File: config.mk
export PLATFORM = sky130hd
export DESIGN_NAME = gcode_comment_stripper
export DESIGN_NICKNAME = d
export VERILOG_FILES = /design/src/design/gcs_pkg.sv /design/src/design/gcode_comment_stripper.sv /design/src/design/gcs_step.sv /design/src/design/gcs_res_fifo.sv
export SDC_FILE = /design/constraint.sdc
export NUM_CORES = 1
export LEC_CHECK = 0
export ABC_AREA = 1
export BUFFER_PORTS_ARGS = -buffer_cell sky130_fd_sc_hd__buf_4
export CAP_MARGIN = 25
export CORE_UTILIZATION = 55
export CTS_BUF_LIST = sky130_fd_sc_hd__clkbuf_4
export DETAILED_ROUTE_END_ITERATION = 6
export GPL_TIMING_DRIVEN = 0
export PLACE_DENSITY = 0.74
export SLEW_MARGIN = 0
export SYNTH_ARGS = -nofsm -noshare
export SYNTH_HDL_FRONTEND = slang
export SYNTH_SLANG_ARGS = --single-unit
File: constraint.sdc
create_clock -name clk -period 11.1 [get_ports clk]
set_clock_uncertainty 0.2 [all_clocks]
set_input_delay 0.555 -clock clk [delete_from_list [all_inputs] [get_ports clk]]
set_output_delay 0.555 -clock clk [all_outputs]
set_load 0.01 [all_outputs]
File: src/design/gcs_pkg.sv
// shared types and constants for the g-code comment stripper
package gcs_pkg;

  localparam int unsigned BYTE_W     = 8;
  localparam int unsigned CFG_IDX_W  = 1;
  localparam int unsigned RES_DEPTH  = 4;
  localparam int unsigned RES_PTR_W  = $clog2(RES_DEPTH);
  localparam int unsigned RES_CNT_W  = $clog2(RES_DEPTH + 1);

  localparam logic [BYTE_W-1:0] NEWLINE_CODE       = 8'h0A;
  localparam logic [BYTE_W-1:0] MERGE_LIMIT_RESET  = 8'd250;
  localparam logic [BYTE_W-1:0] COMMENT_CHAR_RESET = 8'd59;
  localparam logic [BYTE_W-1:0] MERGED_MAX         = 8'd255;

  // configuration register indexes
  localparam logic [CFG_IDX_W-1:0] CFG_MERGE_LIMIT  = 1'd0;
  localparam logic [CFG_IDX_W-1:0] CFG_COMMENT_CHAR = 1'd1;

  // filter mode codes
  typedef enum logic [1:0] {
    MODE_TEXT    = 2'd0,
    MODE_COMMENT = 2'd1,
    MODE_HELD    = 2'd2,
    MODE_SPARE   = 2'd3
  } mode_t;

  // one result beat
  typedef struct packed {
    logic [BYTE_W-1:0] data;
    logic              byte_valid;
    logic              end_of_stream;
    logic              last_of_run;
  } res_t;

  // what one step hands to the result queue and the state registers
  typedef struct packed {
    logic [1:0]        push_cnt;
    res_t              res0;
    res_t              res1;
    mode_t             mode_nxt;
    logic [BYTE_W-1:0] merged_nxt;
  } step_out_t;

endpackage

File: src/design/gcode_comment_stripper.sv
// top level of the g-code comment stripper
//
// Usage:
//   Input channel (in_valid/in_ready) takes one text byte per beat, with
//   in_last_byte marking the final byte of a stream. Comment text, from the
//   comment character to the newline, is dropped; consecutive comment lines
//   collapse into one newline, up to merge_limit merged lines.
//   Output channel (out_valid/out_ready) sends one result beat per cycle
//   while ready: a byte, a validity flag, an end-of-stream flag and a
//   last-of-run flag. An input byte yields zero, one or two result beats.
//   Config channel (cfg_valid/cfg_ready, always ready) writes merge_limit
//   (index 0) or comment_char (index 1); write only while the block is idle.
// Timing:
//   A byte is held in an input register, filtered combinationally and
//   written into a four-entry result queue, whose head drives the outputs.
//   One byte is taken per cycle while the queue has room for two beats;
//   the queue's single read port sets the output at one beat per cycle
//   while the receiver is ready, so bytes that release two beats fill it.
// Reset: filter state, queue and config registers return to defaults
//   (merge_limit 250, comment_char ';'). A receiver stall fills the queue,
//   then in_ready drops; nothing is lost.
module gcode_comment_stripper (
  input  logic                               clk,
  input  logic                               rst_n,
  input  logic                               in_valid,
  output logic                               in_ready,
  input  logic [gcs_pkg::BYTE_W-1:0]         in_data_byte,
  input  logic                               in_last_byte,
  output logic                               out_valid,
  input  logic                               out_ready,
  output logic [gcs_pkg::BYTE_W-1:0]         out_byte,
  output logic                               out_byte_valid,
  output logic                               out_end_of_stream,
  output logic                               out_last_of_run,
  input  logic                               cfg_valid,
  output logic                               cfg_ready,
  input  logic [gcs_pkg::CFG_IDX_W-1:0]      cfg_index,
  input  logic [gcs_pkg::BYTE_W-1:0]         cfg_data
);
  import gcs_pkg::*;

  logic [BYTE_W-1:0] merge_limit_r;
  logic [BYTE_W-1:0] comment_char_r;
  mode_t             mode_r;
  logic [BYTE_W-1:0] merged_r;
  logic              stg_vld_r;
  logic [BYTE_W-1:0] stg_byte_r;
  logic              stg_last_r;
  logic              adv;
  logic              has_room2;
  step_out_t         step;
  res_t              head;
  logic [1:0]        push_cnt;

  assign cfg_ready = 1'b1;

  // config registers
  always_ff @(posedge clk) begin
    if (!rst_n) begin
      merge_limit_r  <= MERGE_LIMIT_RESET;
      comment_char_r <= COMMENT_CHAR_RESET;
    end else if (cfg_valid) begin
      case (cfg_index)
        CFG_MERGE_LIMIT:  merge_limit_r  <= cfg_data;
        CFG_COMMENT_CHAR: comment_char_r <= cfg_data;
        default: ;
      endcase
    end
  end

  // input register advances when the queue can take two beats
  assign adv      = stg_vld_r && has_room2;
  assign in_ready = !stg_vld_r || adv;

  always_ff @(posedge clk) begin
    if (!rst_n) begin
      stg_vld_r <= 1'b0;
    end else if (in_ready) begin
      stg_vld_r <= in_valid;
    end
  end

  always_ff @(posedge clk) begin
    if (in_valid && in_ready) begin
      stg_byte_r <= in_data_byte;
      stg_last_r <= in_last_byte;
    end
  end

  // filter step
  gcs_step u_step (
    .mode         (mode_r),
    .merged       (merged_r),
    .data_byte    (stg_byte_r),
    .last_byte    (stg_last_r),
    .merge_limit  (merge_limit_r),
    .comment_char (comment_char_r),
    .step         (step)
  );

  // filter state
  always_ff @(posedge clk) begin
    if (!rst_n) begin
      mode_r   <= MODE_TEXT;
      merged_r <= '0;
    end else if (adv) begin
      mode_r   <= step.mode_nxt;
      merged_r <= step.merged_nxt;
    end
  end

  assign push_cnt = adv ? step.push_cnt : 2'd0;

  // result queue
  gcs_res_fifo u_fifo (
    .clk       (clk),
    .rst_n     (rst_n),
    .push_cnt  (push_cnt),
    .push0     (step.res0),
    .push1     (step.res1),
    .has_room2 (has_room2),
    .out_valid (out_valid),
    .out_ready (out_ready),
    .head      (head)
  );

  assign out_byte          = head.data;
  assign out_byte_valid    = head.byte_valid;
  assign out_end_of_stream = head.end_of_stream;
  assign out_last_of_run   = head.last_of_run;

endmodule

File: src/design/gcs_step.sv
// combinational filter step: one byte in, up to two result beats out
module gcs_step (
  input  gcs_pkg::mode_t                 mode,
  input  logic [gcs_pkg::BYTE_W-1:0]     merged,
  input  logic [gcs_pkg::BYTE_W-1:0]     data_byte,
  input  logic                           last_byte,
  input  logic [gcs_pkg::BYTE_W-1:0]     merge_limit,
  input  logic [gcs_pkg::BYTE_W-1:0]     comment_char,
  output gcs_pkg::step_out_t             step
);
  import gcs_pkg::*;

  always_comb begin
    logic [1:0]        n;
    res_t              r0;
    res_t              r1;
    mode_t             m;
    logic [BYTE_W-1:0] cnt;
    logic              emit_nl;
    logic              emit_c;
    logic              emit_tail;

    r0        = '0;
    r1        = '0;
    m         = mode;
    cnt       = merged;
    emit_nl   = 1'b0;
    emit_c    = 1'b0;
    emit_tail = 1'b0;

    // mode transition and the bytes it releases
    case (mode)
      MODE_COMMENT: begin
        if (data_byte == NEWLINE_CODE) begin
          if (merged >= merge_limit) begin
            emit_nl = 1'b1;
            cnt     = '0;
            m       = MODE_TEXT;
          end else begin
            m = MODE_HELD;
          end
        end
      end
      MODE_HELD: begin
        if (data_byte == comment_char) begin
          if (merged != MERGED_MAX) begin
            cnt = merged + 1'b1;
          end
          m = MODE_COMMENT;
        end else begin
          emit_nl = 1'b1;
          emit_c  = 1'b1;
          cnt     = '0;
          m       = MODE_TEXT;
        end
      end
      default: begin
        if (data_byte == comment_char) begin
          cnt = '0;
          m   = MODE_COMMENT;
        end else begin
          emit_c = 1'b1;
          m      = MODE_TEXT;
        end
      end
    endcase

    // first slot: held newline goes ahead of the byte
    if (emit_nl) begin
      r0.data       = NEWLINE_CODE;
      r0.byte_valid = 1'b1;
      if (emit_c) begin
        r1.data       = data_byte;
        r1.byte_valid = 1'b1;
        n             = 2'd2;
      end else begin
        n = 2'd1;
      end
    end else if (emit_c) begin
      r0.data       = data_byte;
      r0.byte_valid = 1'b1;
      n             = 2'd1;
    end else begin
      n = 2'd0;
    end

    // end of stream: flush a pending newline, else mark the last beat or send a bare end mark
    if (last_byte) begin
      emit_tail = (m == MODE_HELD) || ((m == MODE_COMMENT) && (cnt != '0));
      if (emit_tail) begin
        if (n == 2'd0) begin
          r0.data       = NEWLINE_CODE;
          r0.byte_valid = 1'b1;
        end else begin
          r1.data       = NEWLINE_CODE;
          r1.byte_valid = 1'b1;
        end
        n = n + 2'd1;
      end else if (n == 2'd0) begin
        n = 2'd1;
      end
      if (n == 2'd2) begin
        r1.end_of_stream = 1'b1;
      end else begin
        r0.end_of_stream = 1'b1;
      end
      m   = MODE_TEXT;
      cnt = '0;
    end

    // mark the final beat of this input
    if (n == 2'd2) begin
      r1.last_of_run = 1'b1;
    end else if (n == 2'd1) begin
      r0.last_of_run = 1'b1;
    end

    step.push_cnt   = n;
    step.res0       = r0;
    step.res1       = r1;
    step.mode_nxt   = m;
    step.merged_nxt = cnt;
  end

endmodule

File: src/design/gcs_res_fifo.sv
// result queue: takes up to two beats per cycle, sends one per cycle while the receiver is ready
module gcs_res_fifo (
  input  logic                           clk,
  input  logic                           rst_n,
  input  logic [1:0]                     push_cnt,
  input  gcs_pkg::res_t                  push0,
  input  gcs_pkg::res_t                  push1,
  output logic                           has_room2,
  output logic                           out_valid,
  input  logic                           out_ready,
  output gcs_pkg::res_t                  head
);
  import gcs_pkg::*;

  res_t                 mem_r [RES_DEPTH];
  logic [RES_PTR_W-1:0] wr_ptr_r;
  logic [RES_PTR_W-1:0] wr_ptr_nxt;
  logic [RES_PTR_W-1:0] rd_ptr_r;
  logic [RES_PTR_W-1:0] rd_ptr_nxt;
  logic [RES_CNT_W-1:0] count_r;
  logic [RES_CNT_W-1:0] count_nxt;
  logic                 pop;

  // room check uses the stored count only
  assign has_room2 = count_r <= RES_CNT_W'(RES_DEPTH - 2);
  assign out_valid = count_r != '0;
  assign head      = mem_r[rd_ptr_r];
  assign pop       = out_valid && out_ready;

  // pointer and count update
  always_comb begin
    wr_ptr_nxt = wr_ptr_r + RES_PTR_W'(push_cnt);
    rd_ptr_nxt = rd_ptr_r + RES_PTR_W'(pop);
    count_nxt  = count_r + RES_CNT_W'(push_cnt) - RES_CNT_W'(pop);
  end

  always_ff @(posedge clk) begin
    if (!rst_n) begin
      wr_ptr_r <= '0;
      rd_ptr_r <= '0;
      count_r  <= '0;
    end else begin
      wr_ptr_r <= wr_ptr_nxt;
      rd_ptr_r <= rd_ptr_nxt;
      count_r  <= count_nxt;
    end
  end

  // entry storage, no reset needed
  always_ff @(posedge clk) begin
    if (push_cnt != 2'd0) begin
      mem_r[wr_ptr_r] <= push0;
    end
    if (push_cnt == 2'd2) begin
      mem_r[wr_ptr_r + RES_PTR_W'(1)] <= push1;
    end
  end

endmodule

; After elaboration in Yosys (flattened, before gate mapping)
; Memories as Yosys holds them, arrays and structs flattened. A register that Yosys moved wholly into a read port is not among the register bits.
; Cells that the tools add are included.
[word_totals]
regBits = 43
mem_bits_rw = 44
in_bits = 23
output_inout_bits = 14
word_cells = 89
n_memories = 1
[memory_table]
columns = name, words, width, rd, rd_ports_with_merged_regs, write_ports, line_no
row1 = u_fifo.mem_r, 4, 11, 1, 1, 2, gcs_res_fifo.sv:15  ; res_t mem_r [RES_DEPTH];
[classes]
addsub = 7
n_lt_le_gt_ge = 2
n_eq_ne = 11
n_mux = 44
bitwise_logic = 1
n_reduce_logical = 13
[op_table]
columns = operator, count
row1 = 2-to-1 mux 9 bit, 7
row2 = 2-to-1 mux 8 bit, 6
row3 = 2-to-1 mux 2 bit, 12
row4 = 2-to-1 mux 10 bit, 2
row5 = one-hot mux 8 bit (2 select lines), 1
row6 = 2-to-1 mux 1 bit, 15
row7 = "== test 2 bit, second input constant", 5
row8 = "adder 8 x 1 -> 8 bit, second input constant", 1
row9 = "== test 8 x 4 -> 1 bit, second input constant", 1
row10 = == test 8 bit, 1
row11 = greater-or-equal comparator 8 bit, 1
row12 = "inequality test 8 bit, second input constant", 1
row13 = nonzero test 8 bit, 1
row14 = "== test 2 x 1 -> 1 bit, second input constant", 3
row15 = "adder 2 x 1 -> 2 bit, second input constant", 2
row16 = logical AND 1 bit, 4
row17 = AND reduction 2 bit, 2
row18 = adder 3 x 2 -> 3 bit, 1
row19 = "<= comparator 3 x 2 -> 1 bit, second input constant", 1
row20 = nonzero test 3 bit, 1
row21 = subtractor 3 x 1 -> 3 bit, 1
row22 = adder 2 x 1 -> 2 bit, 1
row23 = adder 2 bit, 1
row24 = zero test 2 bit, 1
row25 = 5 further kinds, 6

; Logic depth before layout (Yosys ltp)
; Gate-level depths: netlist of the first run.
[depth]
depth_word = 14
mapped_depth = 29
mapped_depth_nobuf = 29

; Cells and area by module
; From an unflattened synthesis of the first run, not the netlist that was laid out.
[hier_totals]
hier_cells = 703
hier_area_um2 = 5424.0
[by_module_without_submodules]
columns = module, n_inst, cells_per_inst, area_per_inst_um2, seq_area_each_um2
row1 = gcs_res_fifo, 1, 272, 2742.6, 1461.4
row2 = gcs_step, 1, 287, 1386.3, 0.0
row3 = gcode_comment_stripper, 1, 144, 1295.0, 810.8

; Least setup slack after synthesis of the first run
; Ideal clock, no wire load.
[synth_path]
kind = register to register
startpoint = register merge_limit_r[7]
endpoint = register u_fifo.count_r[2]
setup_time_ns = 0.120
t_arrival_ns = 3.293
required_time_ns = 10.780
setup_slack_ns = 7.487
stages_incl_launch_ff = 23
path_buffers = 1
period_less_slack_ns = 3.613
cell_sequence = dfxtp_1 > inv_1 > ha_1 > a21o_1 > nor2_1 > nand3_1 > nand2_1 > o21ai_0 > nand2_1 > clkbuf_1 > inv_1 > ha_1 > inv_1 > nand2_1 > nand3_2 > nand2_4 > inv_4 > nand2_1 > inv_1 > ha_1 > fa_1 > o21ai_0 > a21oi_1
[synth_via]
elab_chain_cells = 13
word_cells_on_any_way = 25
cone_classes = add/sub (3) / order compare (1) / eq/ne (2) / mux (15) / reduce/logical (4)
[synth_rtl]
columns = element, line_no
row1 = from (decl), gcode_comment_stripper.sv:42  ; logic [BYTE_W-1:0] merge_limit_r;
row2 = from (signal assigned), gcode_comment_stripper.sv:64  ; CFG_MERGE_LIMIT: merge_limit_r <= cfg_data;
row3 = greater-or-equal comparator 8 bit (*), gcs_step.sv:35  ; if (merged >= merge_limit) begin
row4 = "parallel branches: the longest is 8 deep, another holds adder 2 x 1 -> 2 bit", n/a
row5 = 2-to-1 mux 2 bit (*), gcs_step.sv:88  ; if (last_byte) begin
row6 = 2-to-1 mux 2 bit (*), gcode_comment_stripper.sv:112  ; assign push_cnt = adv ? step.push_cnt : 2'd0;
row7 = adder 3 x 2 -> 3 bit (*), gcs_res_fifo.sv:34  ; count_nxt = count_r + RES_CNT_W'(push_cnt) - RES_CNT_W'(pop);
row8 = subtractor 3 x 1 -> 3 bit (*), gcs_res_fifo.sv:34
row9 = to (signal assigned), gcs_res_fifo.sv:45  ; count_r <= count_nxt;
row10 = to (decl), gcs_res_fifo.sv:20  ; logic [RES_CNT_W-1:0] count_r;
; Every way passes the cells marked *. The select of a mux whose other input is x is not followed.
; A chain may end at the register's enable or synchronous reset.

==> results of run 1 <==
## power breakdown
group | switching [W] | leakage [nW] | internal (W) | total (W)
Combinational | 0.000139 | 1.84 | 0.0000834 | 0.000223
Sequential | 0.0000161 | 0.752 | 0.000372 | 0.000388
Clock | 0.000110 | 0.0755 | 0.0000741 | 0.000184
Total | 0.000265 | 2.67 | 0.000529 | 0.000795
## metrics by stage
stage          hold WS, ns  total power (W)  cell area (um^2)  instances   util
6_report            0.0705         0.000795              5740        858  0.625
5_1_grt             0.0420         0.000841              5740        858  0.625
4_1_cts             0.0560         0.000800              5740        858  0.625
3_5_place_dp         0.269         0.000618              5610        842  0.610
3_3_place_gp         0.259         0.000609              5610        842  0.610
2_1_floorplan        0.236         0.000529              5200        696      -
## registers in the layout (all words and copies together), names as in the netlist
register,cells
comment_char_r,8
merge_limit_r,8
merged_r,8
mode_r,2
stg_byte_r,8
stg_last_r,1
stg_vld_r,1
u_fifo.count_r,3
u_fifo.mem_r,44
u_fifo.rd_ptr_r,2
u_fifo.wr_ptr_r,2
## final cells by class
class / count / area [um^2]
inverters: 77 / 292
clock inverters: 5 / 56.3
repair buffers: 35 / 263
clock buffers: 11 / 82.6
fillers: 805 / 3450
plain buffers: 31 / 165
well taps: 111 / 139
multi-input cells: 501 / 2470
flip-flops and latches: 87 / 2270
## critical path, delay by kind of cell, from the launching register on
kind / cells / cell delay, ns
and+or+nand+nor: 9 / 1.49
DFF: 1 / 0.46
adders and majority gates: 2 / 0.62
buffers and inverters: 4 / 0.98
AOI/OAI and AO/OA: 2 / 0.30
## kinds of logic (layout without fill, tap and decap cells)
group / after synthesis / after routing / synth area share
other cells: 1 / 1 / 0.000721
compound gates: 83 / 83 / 0.0873
fa+ha+maj: 21 / 21 / 0.0519
flops: 87 / 87 / 0.437
buf+inv: 108 / 159 / 0.0878
simple gates: 386 / 386 / 0.319
xor+xnor: 10 / 10 / 0.0168
## how the worst max path moves through the flow
stage                          start                 end  slack [ns]
CTS                      merged_r[7]  u_fifo.mem_r[0][9]        6.69
global route             merged_r[3]  u_fifo.mem_r[0][9]        6.29
floorplan           merge_limit_r[7]   u_fifo.count_r[2]        7.49
detailed placement       merged_r[7]  u_fifo.mem_r[0][4]        6.72
global placement         merged_r[7]  u_fifo.mem_r[3][1]        6.81
finish                   merged_r[7]  u_fifo.mem_r[2][7]        6.67
## cell usage in the layout, fill, tap and decap left out, types with 3 or more instances in the layout
cell      instances
xor2_1            8
nand4_1          10
nor2_1           63
nand2_2           3
o21ai_1           6
clkbuf_1         19
buf_2             6
inv_1            75
clkbuf_4         11
buf_6             5
edfxtp_1         53
o211ai_1          7
o21ai_0          37
nand2_1         219
buf_4            36
nand3_1          79
a21oi_1          19
dfxtp_1          34
o22ai_1          11
ha_1             20
## metal layers
metal  vias up  global-route usage  part of all wire
li1       2366                   -                 -
met1      2121               0.325              0.42
met2       187               0.452              0.49
met3        24              0.0478             0.066
met4         0               0.123             0.020
met5         -                   0                 0
==> qor.txt, run 1 <==
Total clock sinks: 87
Syn_nets: 740
Hold Path Sink: stg_byte_r[1]
Fin crit period: 4.43 ns
Syn_area_per_cell: 7.48 um^2
Most frequent CP cell: nand2_1
Max Freq: 226 MHz
Distinct cells, synth: 35
Number of vias per cell: 5.48
I/O Pins: 37
Max Transition Viols Final: 0
Post-synthesis sequential area ratio: 0.437
CP max stage cell: nand2_1
Post-Route WL: 12500 um
Die area: 0.00985 mm^2
PortBufs: 35
Asr flop ratio synth: 0
H-tree depth: 3
Crit path cell chain: ha_1 -> a21o_1 -> nor2_1 -> nand3_1 -> nand2_1 -> o21ai_0 -> nand2_1 -> clkbuf_1 -> inv_1 -> ha_1 -> inv_1 -> nand2_1 -> nand3_2 -> nand2_4 -> nand4_1 -> buf_2 -> nand2_1
1st-pass router iterations: 7
Setup WS post-layout: 6.67 ns
DRC errors left: 0
CTS tree: done
Clock Pin Slew Worst Setup and Hold Paths: 0.14 ns
CTS buffer count: 9
Placer Congestion: 0.869
Final net count: 786
Vias in the first global route: 4392
Pre-CTS setup slack: 6.72 ns
Ys flop type: edfxtp_1
Setup slack, reg-to-reg: 6.67 ns
Layout cells sized above 1: 0.102
Latest clock arrival within the worst-skew pair: 0.45 ns
Global-route wire length before repair: 20500 um
DR vias: 4698
Setup TNS: 0 ns
Maxcap violations: 0
Fin. Hold Viols: 0
Initial drt markers: 308
Area delta synth->final: 10.4%
Post-CTS setup buffer count: 0
Die height: 99.3 um
Most frequent cells after synthesis: nand2_1 (219), nand3_1 (79), inv_1 (75), nor2_1 (63), edfxtp_1 (53)
Antenna violations before repair: 0
#FFs+latches synth: 87
Root buffer cell: clkbuf_4
Diode count: 0
Total Routing Usage GR: 0.265
Main area contributors after synthesis: edfxtp_1 (31%), nand2_1 (16%), dfxtp_1 (13%)
CP peak stage delay: 0.49 ns
Core area: 0.00920 mm^2
Die Wd: 99.3 um
Setup CP Type: reg2reg
GRT overflow: 0
Max Fanout on Critical Path: 11
Power per Cell Area: 138 mW/mm^2
Final setup fails: 0
Count leader, synth: nand2_1
Yosys top cell area share: 0.306
CP Launch Type: flip-flop
Hold Crit Depth: 1
VDD IR max: 0.0000801 V
R2R Path Start: merged_r[7]
CP required: 10.99 ns
Synthesized area: 0.00520 mm^2
Worst Tran Pin Value: 0.726 ns
Post-synth EDFFs: 53
PostCTS Resize Cnt: 0
Part of the cycle the worst path needs: 0.399
Worst Min Path Start: in_data_byte[1]
Max Buffers Root-to-Sink: 2
Starting Density: 0.566
Slew Limit Headroom: 0.514
Largest net degree at the start of global routing: 16
Row cnt: 35
RR Endpoint: u_fifo.mem_r[2][7]
Yosys top cell by area: edfxtp_1
Reg2Reg Depth: 17
CP Data Arrival Time: 4.32 ns
Yosys warns: 0
DR WL/cell: 14.5 um
Hold-fix buffers, CTS: 0
Hpwl dp: 9160 um
Syn Inst Count: 696
Antenna viol nets, final: 0
Leak Pwr: 2.67 nW
RSZ-0062 raised after global routing: no
Outcome: completed
Crit end category: flip-flop
HP Class: in2reg
(Power assumes the default switching activity.)
==> run 2, diff against run 1 <==
==> constraint.sdc (replaced) <==
create_clock -name clk -period 4.6 [get_ports clk]
set_clock_uncertainty 0.2 [all_clocks]
set_input_delay 0.23 -clock clk [delete_from_list [all_inputs] [get_ports clk]]
set_output_delay 0.23 -clock clk [all_outputs]
set_load 0.01 [all_outputs]
==> run 2 against run 1 <==
  * Wire length rose by 2.0%
  * Critical path depth is 1 higher
  * First-iteration DRC count grew 8.8%
  * Maximum frequency up 8.2%
  * Flip-flop and latch count stayed put
  * Sequential share of layout area decreased by 1.5 points
  * Register-to-register slack got worse by 6.2 ns
  * Worst hold slack got worse by 0.048 ns
  * Sequential power is 140% higher
  * Non-clock buffer count grew 21
  * Global-route usage rose by 0.64 points
  * Critical path type unchanged
==> qor.txt, run 2 (same netlist as run 1, synthesis figures left out) <==
Outcome: completed
Cell-internal power: 0.00129 W (+140%)
DRC errors left: 0 (unchanged)
Worst Setup SP: merged_r[7]
CP Data Arrival Time: 4.24 ns (-0.08 ns)
Root buffer cell: clkbuf_4
Starting Density: 0.566 (unchanged)
Max Buffers Root-to-Sink: 2 (unchanged)
1st-pass router iterations: 5 (-2)
PortBufs: 35 (unchanged)
CTS tree: done
CP max stage cell: fa_1
Leak Pwr: 2.76 nW (+3.2%)
Total clock sinks: 87 (unchanged)
Post-Route WL: 12700 um (+2.0%)
I/O Pins: 37 (unchanged)
Crit end category: flip-flop
Worst Min Path Start: cfg_valid
Hold Path Sink: comment_char_r[4]
GRT overflow: 0 (unchanged)
RSZ-0062 raised after global routing: no
Setup TNS: 0 ns (unchanged)
Hpwl dp: 9160 um (unchanged)
Net Sw Power: 0.000648 W (+140%)
Max Fanout on Critical Path: 12 (+1)
Clock power frac: 0.231 (about the same)
CTS buffer count: 9 (unchanged)
Final setup fails: 0 (unchanged)
Post-layout util: 0.649 (+0.0246)
RR Endpoint: u_fifo.count_r[2]
Max Freq: 244 MHz (+8.2%)
Reg with most FFs: u_fifo.mem_r
Post-route design area: 0.00597 mm^2 (+3.9%)
Commonest cells after routing, fill and taps aside: nand2_1 (215), nand3_1 (79), inv_1 (74)
CP peak stage delay: 0.43 ns (-0.06 ns)
Setup CP Type: reg2reg
Post-CTS setup buffer count: 0 (unchanged)
Max Transition Viols Final: 0 (unchanged)
Vias in the first global route: 4524 (+3.0%)
Hold Crit Depth: 5 (+4)
Core area: 0.00920 mm^2 (unchanged)
Power per Cell Area: 324 mW/mm^2 (+130%)
Switching share of power: 0.334 (+0.000344)
Final net count: 807 (+2.7%)
Combinational power share: 0.287 (+0.007)
Largest register FFs: 44 (unchanged)
CP Launch Type: flip-flop
Fraction of power consumed by sequential logic: 0.483 (-0.005)
Total Routing Usage GR: 0.271 (+0.00639)
Antenna viol nets, final: 0 (unchanged)
Antenna violations before repair: 0 (unchanged)
H-tree depth: 3 (unchanged)
Number of vias per cell: 5.46 (-0.27%)
Clock Pin Slew Worst Setup and Hold Paths: 0.14 ns (about the same)
Slew Limit Headroom: 0.511 (-0.00295)
Maxcap violations: 0 (unchanged)
Fin crit period: 4.10 ns (-0.335 ns)
Commonest non-fill, non-tap cell in the layout: nand2_1
Crit path cell chain: ha_1 -> nand2_1 -> nor2_1 -> nand4_1 -> nand3_1 -> nand2_1 -> o21ai_0 -> nand2_1 -> inv_2 -> ha_1 -> nand3_1 -> nand3_1 -> nand3_2 -> ha_1 -> inv_1 -> fa_1 -> o21ai_0 -> a21oi_1
Largest net degree at the start of global routing: 16 (unchanged)
CP required: 4.74 ns (-6.25 ns)
Die Wd: 99.3 um (unchanged)
Area delta synth->final: 14.7%
DR WL/cell: 14.5 um (-0.42%)
Row cnt: 35 (unchanged)
Diode count: 0 (unchanged)
Reg2Reg Depth: 18 (+1)
Part of the cycle the worst path needs: 0.890 (+0.491)
HP Class: in2reg
Setup slack, reg-to-reg: 0.50 ns (-6.16 ns)
Tot Pwr: 0.00194 W (+140%)
Die area: 0.00985 mm^2 (unchanged)
Placed Area: 0.00561 mm^2 (unchanged)
Layout cells sized above 1: 0.105 (+0.00373)
Initial drt markers: 335 (+8.8%)
Global-route wire length before repair: 21000 um (+2.4%)
Hold_ws: 0.0230 ns (-0.0476 ns)
DR vias: 4800 (+2.2%)
Die height: 99.3 um (unchanged)
Worst Tran Pin Value: 0.730 ns (+0.00441 ns)
R2R Path Start: merged_r[7]
Fin. Hold Viols: 0 (unchanged)
Placer Congestion: 0.869 (unchanged)
Latest clock arrival within the worst-skew pair: 0.45 ns (about the same)
VDD IR max: 0.000196 V (+140%)
## run 2: cell count changes in the layout (fill, tap and decap cells not counted)
| cell | change |
|---|---|
| clkbuf_1 | -1 |
| dlygate4sd3_1 | +22 |
| inv_1 | -1 |
| inv_2 | +1 |
| nand2_1 | -4 |
| nand2_2 | +4 |
## run 2: worst max path at each step
| stage | to | slack [ns] |
|---|---|---|
| after floorplan | u_fifo.count_r[2] | 0.99 |
| after CTS | u_fifo.mem_r[0][9] | 0.19 |
| after global placement | u_fifo.mem_r[3][1] | 0.31 |
| after detailed placement | u_fifo.mem_r[0][4] | 0.22 |
| final | u_fifo.count_r[2] | 0.50 |
| after global routing | u_fifo.count_r[2] | 0.09 |
## run 2: repair_timing
item / 4_1_cts / 5_1_grt
endpoints found under the hold margin: 28 / 0
gates resized for setup: 0 / 5
endpoints found under the setup margin: 0 / 46
hold buffers: 22 / 0
## run 2: metal layers
layer  part of all wire  wire length, um  global-route usage  up-vias
li1                   -                -                   -     2409
met1               0.41             5220               0.326     2148
met2               0.49             6290               0.472      217
met3              0.074              939              0.0478       26
met4              0.021              263               0.127        0
met5                  0                0                   0        -
## run 2: area by class of cell
class / instances / area [um^2]
plain buffers: 30 / 161
clock buffers: 11 / 82.6
clock inverters: 5 / 56.3
fillers: 768 / 3230
inverters: 77 / 292
multi-input cells: 501 / 2480
flip-flops and latches: 87 / 2270
well taps: 111 / 139
repair buffers: 57 / 483
## run 2: critical path: cells and delay by family, from the launching register on
family / cells / cell delay [ns]
and+or+nand+nor: 9 / 1.33
adders and majority gates: 4 / 1.31
AOI/OAI and AO/OA: 3 / 0.45
DFF: 1 / 0.39
buffers and inverters: 2 / 0.31
## run 2: through the flow
step / cells / setup WS (ns)
after CTS: 880 / 0.190
after detailed placement: 842 / 0.223
after global placement: 842 / 0.309
after global routing: 879 / 0.0931
final: 879 / 0.505
after floorplan: 696 / 0.987
## run 2: power by group through the flow
stage	Sequential, W	Clock [W]	Combinational [W]
global route	0.000943	0.000486	0.000619
CTS	0.000935	0.000454	0.000555
floorplan	0.000941	0	0.000336
global placement	0.000951	0	0.000520
finish	0.000935	0.000447	0.000555
detailed placement	0.000953	0	0.000537
